[src/rtl/flc_pkg.sv]
//------------------------------------------------------------------------------
// flc_pkg
// Types, constants and helpers shared by the convolution engine files.
//------------------------------------------------------------------------------
package flc_pkg;

  localparam int X_DEPTH = 32;
  localparam int Y_DEPTH = 32;
  localparam int LEN_CAP = 32;
  localparam int X_CAP   = (X_DEPTH < LEN_CAP) ? X_DEPTH : LEN_CAP;
  localparam int Y_CAP   = (Y_DEPTH < LEN_CAP) ? Y_DEPTH : LEN_CAP;
  localparam int X_AW    = $clog2(X_DEPTH);
  localparam int Y_AW    = $clog2(Y_DEPTH);

  localparam int OP_W    = 2;
  localparam int IDX_W   = 5;
  localparam int VAL_W   = 32;
  localparam int LEN_W   = 6;
  localparam int RES_W   = 64;
  localparam int RIDX_W  = 6;
  localparam int CFG_IW  = 2;

  typedef enum logic [OP_W-1:0] {
    OP_LOAD_X = 2'd0,
    OP_LOAD_Y = 2'd1,
    OP_START  = 2'd2
  } op_t;

  typedef enum logic [CFG_IW-1:0] {
    CFG_SIZE_X = 2'd0,
    CFG_SIZE_Y = 2'd1
  } cfg_reg_t;

  localparam logic [LEN_W-1:0] SIZE_X_RST = 6'd10;
  localparam logic [LEN_W-1:0] SIZE_Y_RST = 6'd5;

  // Length actually used: zero means one, large values saturate to the cap.
  function automatic logic [LEN_W-1:0] eff_len(input logic [LEN_W-1:0] r,
                                                input int cap);
    logic [LEN_W-1:0] v;
    begin
      if (r == '0) begin
        v = LEN_W'(1);
      end else if (32'(r) > cap) begin
        v = LEN_W'(cap);
      end else begin
        v = r;
      end
      return v;
    end
  endfunction

endpackage

[src/rtl/full_linear_convolution_top.sv]
//------------------------------------------------------------------------------
// full_linear_convolution_top
// Full linear convolution of two word sequences held in on-chip RAMs.
//------------------------------------------------------------------------------
// channel  dir  handshake            payload
// in_      in   in_valid/in_ready    in_operation, in_index, in_value
// out_     out  out_valid/out_ready  out_result, out_result_index, out_last
// cfg_     in   cfg_valid/cfg_ready  cfg_index, cfg_data
//
// A start word runs one MAC per cycle through the X/Y RAM read ports and a
// registered 32x32 multiplier while it sums the terms of result n, then drains
// the pipe and holds result n until out_ready. in_ready is low for the whole run.
// Reset is synchronous; the RAMs are not cleared. cfg_ready is always high.
//------------------------------------------------------------------------------
module full_linear_convolution_top
  import flc_pkg::*;
(
  input  logic              clk,
  input  logic              rst_n,
  input  logic              in_valid,
  output logic              in_ready,
  input  logic [OP_W-1:0]   in_operation,
  input  logic [IDX_W-1:0]  in_index,
  input  logic [VAL_W-1:0]  in_value,
  output logic              out_valid,
  input  logic              out_ready,
  output logic [RES_W-1:0]  out_result,
  output logic [RIDX_W-1:0] out_result_index,
  output logic              out_last,
  input  logic              cfg_valid,
  output logic              cfg_ready,
  input  logic [CFG_IW-1:0] cfg_index,
  input  logic [LEN_W-1:0]  cfg_data
);

  typedef enum logic [3:0] {
    ST_IDLE = 4'b0001,
    ST_MAC  = 4'b0010,
    ST_WAIT = 4'b0100,
    ST_OUT  = 4'b1000
  } state_t;

  logic [VAL_W-1:0] x_mem [X_DEPTH];
  logic [VAL_W-1:0] y_mem [Y_DEPTH];

  state_t            state_r, state_nxt;
  logic [LEN_W-1:0]  size_x_r, size_y_r;
  logic [LEN_W-1:0]  sx_r, sx_nxt, sy_r, sy_nxt;
  logic [RIDX_W-1:0] tot_m1_r, tot_m1_nxt;
  logic [RIDX_W-1:0] n_r, n_nxt;
  logic [LEN_W-1:0]  j_r, j_nxt;
  logic [LEN_W-1:0]  jhi;
  logic [RIDX_W-1:0] n_inc;
  logic [RIDX_W:0]   np1;
  logic [LEN_W-1:0]  jlo_next;
  logic [RIDX_W-1:0] y_off;

  logic              issue;
  logic              v1_r, first1_r, last1_r;
  logic              v2_r, first2_r, last2_r;
  logic [VAL_W-1:0]  x_q, y_q;
  logic [RES_W-1:0]  prod_r, acc_r, acc_sum;

  logic              out_valid_r, out_valid_nxt;
  logic [RES_W-1:0]  out_result_r;
  logic [RIDX_W-1:0] out_ridx_r;
  logic              out_last_r;

  logic              in_fire, out_fire;

  function automatic logic [LEN_W-1:0] jlo_cur(input logic [RIDX_W-1:0] n,
                                                input logic [LEN_W-1:0] sy);
    logic [RIDX_W:0] p;
    begin
      p = {1'b0, n} + 1'b1;
      return (p > (RIDX_W+1)'(sy)) ? LEN_W'(p - (RIDX_W+1)'(sy)) : '0;
    end
  endfunction

  assign in_ready  = (state_r == ST_IDLE);
  assign cfg_ready = 1'b1;
  assign in_fire   = in_valid && in_ready;
  assign out_fire  = out_valid_r && out_ready;

  assign out_valid        = out_valid_r;
  assign out_result       = out_result_r;
  assign out_result_index = out_ridx_r;
  assign out_last         = out_last_r;

  // config registers
  always_ff @(posedge clk) begin
    if (!rst_n) begin
      size_x_r <= SIZE_X_RST;
      size_y_r <= SIZE_Y_RST;
    end else if (cfg_valid && cfg_ready) begin
      unique case (cfg_index)
        CFG_SIZE_X: size_x_r <= cfg_data;
        CFG_SIZE_Y: size_y_r <= cfg_data;
        default: ;
      endcase
    end
  end

  // RAM writes only happen in idle. Reads are not gated, but only reads made in
  // ST_MAC are used, so a used read never meets a write to the same word.
  always_ff @(posedge clk) begin
    if (in_fire && (op_t'(in_operation) == OP_LOAD_X) && (32'(in_index) < X_DEPTH)) begin
      x_mem[X_AW'(in_index)] <= in_value;
    end
  end

  always_ff @(posedge clk) begin
    if (in_fire && (op_t'(in_operation) == OP_LOAD_Y) && (32'(in_index) < Y_DEPTH)) begin
      y_mem[Y_AW'(in_index)] <= in_value;
    end
  end

  assign y_off = n_r - RIDX_W'(j_r);

  always_ff @(posedge clk) begin
    x_q <= x_mem[X_AW'(j_r)];
    y_q <= y_mem[Y_AW'(y_off)];
  end

  // term bounds for the current and the following output index
  assign jhi      = (n_r < RIDX_W'(sx_r - 1'b1)) ? LEN_W'(n_r) : (sx_r - 1'b1);
  assign n_inc    = n_r + 1'b1;
  assign np1      = {1'b0, n_inc} + 1'b1;
  assign jlo_next = (np1 > (RIDX_W+1)'(sy_r)) ? LEN_W'(np1 - (RIDX_W+1)'(sy_r)) : '0;

  assign issue = (state_r == ST_MAC);

  always_comb begin
    state_nxt     = state_r;
    sx_nxt        = sx_r;
    sy_nxt        = sy_r;
    tot_m1_nxt    = tot_m1_r;
    n_nxt         = n_r;
    j_nxt         = j_r;
    out_valid_nxt = out_valid_r;
    unique case (state_r)
      ST_IDLE: begin
        if (in_fire && (op_t'(in_operation) == OP_START)) begin
          sx_nxt     = eff_len(size_x_r, X_CAP);
          sy_nxt     = eff_len(size_y_r, Y_CAP);
          tot_m1_nxt = RIDX_W'(sx_nxt + sy_nxt - 2'd2);
          n_nxt      = '0;
          j_nxt      = '0;
          state_nxt  = ST_MAC;
        end
      end
      ST_MAC: begin
        j_nxt = j_r + 1'b1;
        if (j_r == jhi) begin
          state_nxt = ST_WAIT;
        end
      end
      ST_WAIT: begin
        if (v2_r && last2_r) begin
          out_valid_nxt = 1'b1;
          state_nxt     = ST_OUT;
        end
      end
      ST_OUT: begin
        if (out_fire) begin
          out_valid_nxt = 1'b0;
          if (n_r == tot_m1_r) begin
            state_nxt = ST_IDLE;
          end else begin
            n_nxt     = n_inc;
            j_nxt     = jlo_next;
            state_nxt = ST_MAC;
          end
        end
      end
      default: state_nxt = ST_IDLE;
    endcase
  end

  always_ff @(posedge clk) begin
    if (!rst_n) begin
      state_r     <= ST_IDLE;
      out_valid_r <= 1'b0;
      v1_r        <= 1'b0;
      v2_r        <= 1'b0;
    end else begin
      state_r     <= state_nxt;
      out_valid_r <= out_valid_nxt;
      v1_r        <= issue;
      v2_r        <= v1_r;
    end
  end

  always_ff @(posedge clk) begin
    sx_r     <= sx_nxt;
    sy_r     <= sy_nxt;
    tot_m1_r <= tot_m1_nxt;
    n_r      <= n_nxt;
    j_r      <= j_nxt;
  end

  // MAC pipe: RAM read, multiply, accumulate
  assign acc_sum = (first2_r ? '0 : acc_r) + prod_r;

  always_ff @(posedge clk) begin
    first1_r <= (state_r == ST_MAC) && (n_r == '0 ? j_r == '0 : j_r == jlo_cur(n_r, sy_r));
    last1_r  <= (j_r == jhi);
    first2_r <= first1_r;
    last2_r  <= last1_r;
    prod_r   <= x_q * y_q;
    if (v2_r) begin
      acc_r <= acc_sum;
    end
    if ((state_r == ST_WAIT) && v2_r && last2_r) begin
      out_result_r <= acc_sum;
      out_ridx_r   <= n_r;
      out_last_r   <= (n_r == tot_m1_r);
    end
  end

endmodule

[config.mk]
export PLATFORM = sky130hd
export DESIGN_NAME = full_linear_convolution_top
export DESIGN_NICKNAME = d
export VERILOG_FILES = /design/src/rtl/flc_pkg.sv /design/src/rtl/full_linear_convolution_top.sv
export SDC_FILE = /design/constraint.sdc
export NUM_CORES = 2
export LEC_CHECK = 0
export BUFFER_PORTS_ARGS = -buffer_cell sky130_fd_sc_hd__buf_2
export CORE_ASPECT_RATIO = 0.8
export CORE_MARGIN = 1.5
export CORE_UTILIZATION = 35
export DETAILED_ROUTE_END_ITERATION = 6
export GPL_ROUTABILITY_DRIVEN = 1
export PLACE_DENSITY = 0.5
export SYNTH_ARGS = -nofsm -noshare
export SYNTH_HDL_FRONTEND = slang
export SYNTH_SLANG_ARGS = --single-unit
[constraint.sdc]
create_clock -name clk -period 7.85 [get_ports clk]
set_input_delay 0 -clock clk [delete_from_list [all_inputs] [get_ports clk]]
set_output_delay 0 -clock clk [all_outputs]
set_load 0.01 [all_outputs]
==> summary.txt <==
Logic synthesis
  • Synthesized area: approximately 130,000 um2
  • Synth Flop Type: edfxtp_1
  • Post-synth net total: about 9,700
  • Synth warn: 0
  • Post-synthesis cell count: between 8,000 and 9,000
  • Post-synth EDFFs: between 2,000 and 2,500
  • Synth cell types: 83
  • Flops & latches, synth: 2,364
  • Ys async rst share: 0%
  • Syn Area/Cell: ~15 um2
  • Register area share after synthesis: a little under three fifths

Worst setup path
  • WP data required: ~8.6 ns
  • CP Capture Type: flip-flop
  • CP max FO: 16
  • Cells on worst reg2reg path: 26
  • Crit Reg-Reg Startpoint: x_q[13]$_DFF_P_
  • Worst Path Arrival: around 8.3 ns
  • Reg2Reg Capture Point: prod_r[58]$_DFF_P_
  • CP Class: reg -> reg
  • Worst Setup Start Kind: flip-flop
  • R2R Setup Slk: between 0.2 and 0.3 ns

Clocking
  • Clk_lat worst skew: just over 0.9 ns
  • Sink Count: between 2,000 and 2,500
  • CTS root buf: clkbuf_16
  • Inserted Clock Buffers: approximately 260
  • CTS clk-pin slew, worst paths: approximately 0.060 ns
  • CTS tree: done
  • H-tree Lvls: 5
  • Max clock buf depth: 4

Finish
  • Final Core Density: between 40% and 50%
  • Share of cells above drive strength 1: approximately 17%
  • Fillers: around 33,000
  • Nets: around 10,000
  • P&R area growth vs syn: 14.0%
  • Reg area: just under 70,000 um2
  • Area of the multi-input gates: a little over 50,000 um2

Placed design
  • DP Wirelength: about 220,000 um
  • Port-buffer cells: 124
  • GP Congestion: ~0.84
  • Place WS: -0.234 ns

Detailed routing
  • DRT Wirelength: between 300,000 and 400,000 um
  • Average wire per standard cell: about 26 um
  • Drt drc: 0
  • First-pass DRT Iterations: 6
  • 1st-iter DRT viols: roughly 6,300
  • Via density per instance: roughly 5.1
  • Vias post-DR: around 70,000
  • Antenna-violating nets left: 0

Floorplan
  • Die width: roughly 670 um
  • Total die area: 363,000 um2
  • # IOs: roughly 130
  • Placeable Area: 357,000 um2
  • Chip Height: 539 um
  • Initial Utilization: between 30% and 40%
  • Cell Rows: 196

GRT
  • Total track usage: approximately a fifth
  • Gr ovfl total: 0
  • First-pass GRT wire length: between 500,000 and 600,000 um
  • Vias in the first global route: about 74,000
  • Initial antenna violation count: 36
  • Pin count of the biggest net entering global routing: 125

STA
  • Setup slack after layout: 0.285 ns
  • Post-route setup TNS: 0 ns
  • Clk_skew: about 0.084 ns
  • Worst-Margin Slew: about 1.1 ns
  • Max_slew headroom: 23.7%
  • Hold Worst Slack: 0.0670 ns
  • Fmax: about 130 MHz
  • Slew Limit Fails: 0
  • Final Hold Vio Count: 0
  • Tcrit/Tclk final: a little over nine tenths
  • Final critical-path required period: around 7.6 ns
  • Setup Viol. Count Final: 0

Min path
  • Worst Hold Launch: out_ready
  • Hold path depth: 5
  • Hold Path End: out_valid$_SDFFE_PN0P_
  • Hold Crit Class: in -> reg

Status
  • Status: completed

Flow run
  • Max-Cap Viols: 0
-- metrics by stage --
stage	instances	instance area [um2]
2_1_floorplan	8348	126000
3_3_place_gp	13100	134000
3_5_place_dp	13100	134000
4_1_cts	13600	143000
5_1_grt	13600	143000
6_report	13600	143000
-- how the worst max path moves through the flow --
| stage | from | end | slack, ns | cells after the start |
|---|---|---|---|---|
| finish | x_q[13]$_DFF_P_ | prod_r[58]$_DFF_P_ | 0.29 | 26 |
| global route | x_q[10]$_DFF_P_ | prod_r[60]$_DFF_P_ | -0.06 | 28 |
| CTS | y_q[10]$_DFF_P_ | prod_r[56]$_DFF_P_ | 0.01 | 24 |
| detailed placement | y_q[8]$_DFF_P_ | prod_r[57]$_DFF_P_ | -0.23 | 26 |
| global placement | y_q[8]$_DFF_P_ | prod_r[57]$_DFF_P_ | -0.06 | 26 |
| floorplan | y_q[9]$_DFF_P_ | prod_r[63]$_DFF_P_ | 0.84 | 23 |
-- placed cells by master, fill, tap and decap left out, types with 23 or more instances in the layout --
| master | n |
|---|---|
| a21o_1 | 84 |
| a21oi_1 | 153 |
| and2_1 | 618 |
| buf_12 | 48 |
| buf_2 | 124 |
| buf_4 | 234 |
| clkbuf_1 | 57 |
| clkbuf_16 | 277 |
| clkinv_1 | 44 |
| clkinv_2 | 38 |
| dfxtp_1 | 127 |
| dlygate4sd3_1 | 62 |
| edfxtp_1 | 2213 |
| fa_1 | 899 |
| ha_1 | 359 |
| inv_1 | 929 |
| mux2_2 | 32 |
| mux4_2 | 576 |
| nand2_1 | 823 |
| nand2b_1 | 23 |
| nand3_1 | 202 |
| nand4_1 | 34 |
| nor2_1 | 81 |
| nor2_4 | 65 |
| nor2b_1 | 86 |
| nor3_1 | 24 |
| o21ai_0 | 107 |
| o21bai_1 | 31 |
| xnor2_1 | 112 |
| xor2_1 | 52 |
-- sequential cells by signal, indices dropped and copies added (netlist names), 32 cells and up --
name	count
x_mem	1024
y_mem	1024
acc_r	64
out_result	64
prod_r	64
x_q	32
y_q	32
-- Yosys cell counts (8+ instances only) --
| cell | count | area [um2] |
|---|---|---|
| a211oi_1 | 9 | 67.6 |
| a21o_1 | 84 | 631 |
| a21oi_1 | 153 | 766 |
| a31oi_1 | 23 | 144 |
| and2_1 | 621 | 3880 |
| and3_1 | 18 | 113 |
| buf_1 | 54 | 203 |
| clkbuf_1 | 377 | 1420 |
| dfxtp_1 | 151 | 3020 |
| edfxtp_1 | 2213 | 66500 |
| fa_1 | 901 | 18000 |
| ha_1 | 362 | 4530 |
| inv_1 | 933 | 3500 |
| mux2_2 | 32 | 360 |
| mux2i_1 | 17 | 170 |
| mux4_2 | 576 | 13000 |
| nand2_1 | 824 | 3090 |
| nand2b_1 | 23 | 144 |
| nand3_1 | 202 | 1010 |
| nand3b_1 | 8 | 60.1 |
| nand4_1 | 34 | 213 |
| nor2_1 | 148 | 556 |
| nor2b_1 | 86 | 538 |
| nor3_1 | 26 | 130 |
| nor3b_1 | 8 | 60.1 |
| nor4_1 | 8 | 50.1 |
| o21a_1 | 19 | 143 |
| o21ai_0 | 110 | 551 |
| o21bai_1 | 31 | 233 |
| xnor2_1 | 115 | 1010 |
| xor2_1 | 54 | 473 |
-- what timing repair did --
item                                     CTS  global route
endpoints found under the setup margin     7            17
buffers inserted                           0            16
gates cloned                               0             9
hold buffers                              62             0
hold endpoints to repair                2097             0
pin swaps                                  0            18
resized for setup                          5            62
-- cell type report --
cell class              instances  area share, %
multi-input cells            4607           36.1
diodes                         14         0.0245
repair buffers                481           2.96
well taps                    4752           4.15
clock buffers                 328           4.86
clock inverters               141          0.911
flip-flops and latches       2364           48.6
inverters                     934           2.45
-- layer usage --
metal / GRT usage (%) / routed length [um] / vias to the layer above
met2: 28.8 / 155000 / 2008
li1: - / - / 30100
met3: 2.82 / 22000 / 387
met4: 3.59 / 5810 / 4
met1: 29.2 / 167000 / 37400
met5: 0 / 23 / -
-- kinds of logic (layout without fill, tap and decap cells) --
kind of cell	after synthesis	after routing	synth area share, %
AOI/OAI and AO/OA	516	516	2.65
xor gates and xnor gates	169	169	1.18
buffers and inverters	1377	1884	4.13
DFF	2364	2364	55.3
adders and majority gates	1263	1263	18.0
muxes	625	625	10.7
other	1	15	0.00299
and+or+nand+nor	2033	2033	8.02
-- worst max-delay path, cell delays in order, from the launching register on --
cell       delay [ns]
dfxtp_4          0.35
buf_4            0.17
clkbuf_16        0.20
and2_1           0.17
fa_1             0.53
inv_1            0.05
fa_1             0.40
fa_1             0.54
fa_1             0.62
inv_1            0.07
fa_1             0.46
ha_1             0.30
fa_1             0.48
inv_1            0.05
fa_1             0.48
inv_1            0.04
ha_1             0.35
nand2_1          0.21
a21oi_1          0.07
o211ai_1         0.30
nor2_1           0.12
a211oi_2         0.33
a31oi_2          0.22
a21o_1           0.29
a31o_2           0.26
a31oi_1          0.22
xnor2_1          0.18
Power is left out: the tool's default activity adds up to more than one toggle a clock period on the data nets, which glitch-free logic cannot reach.
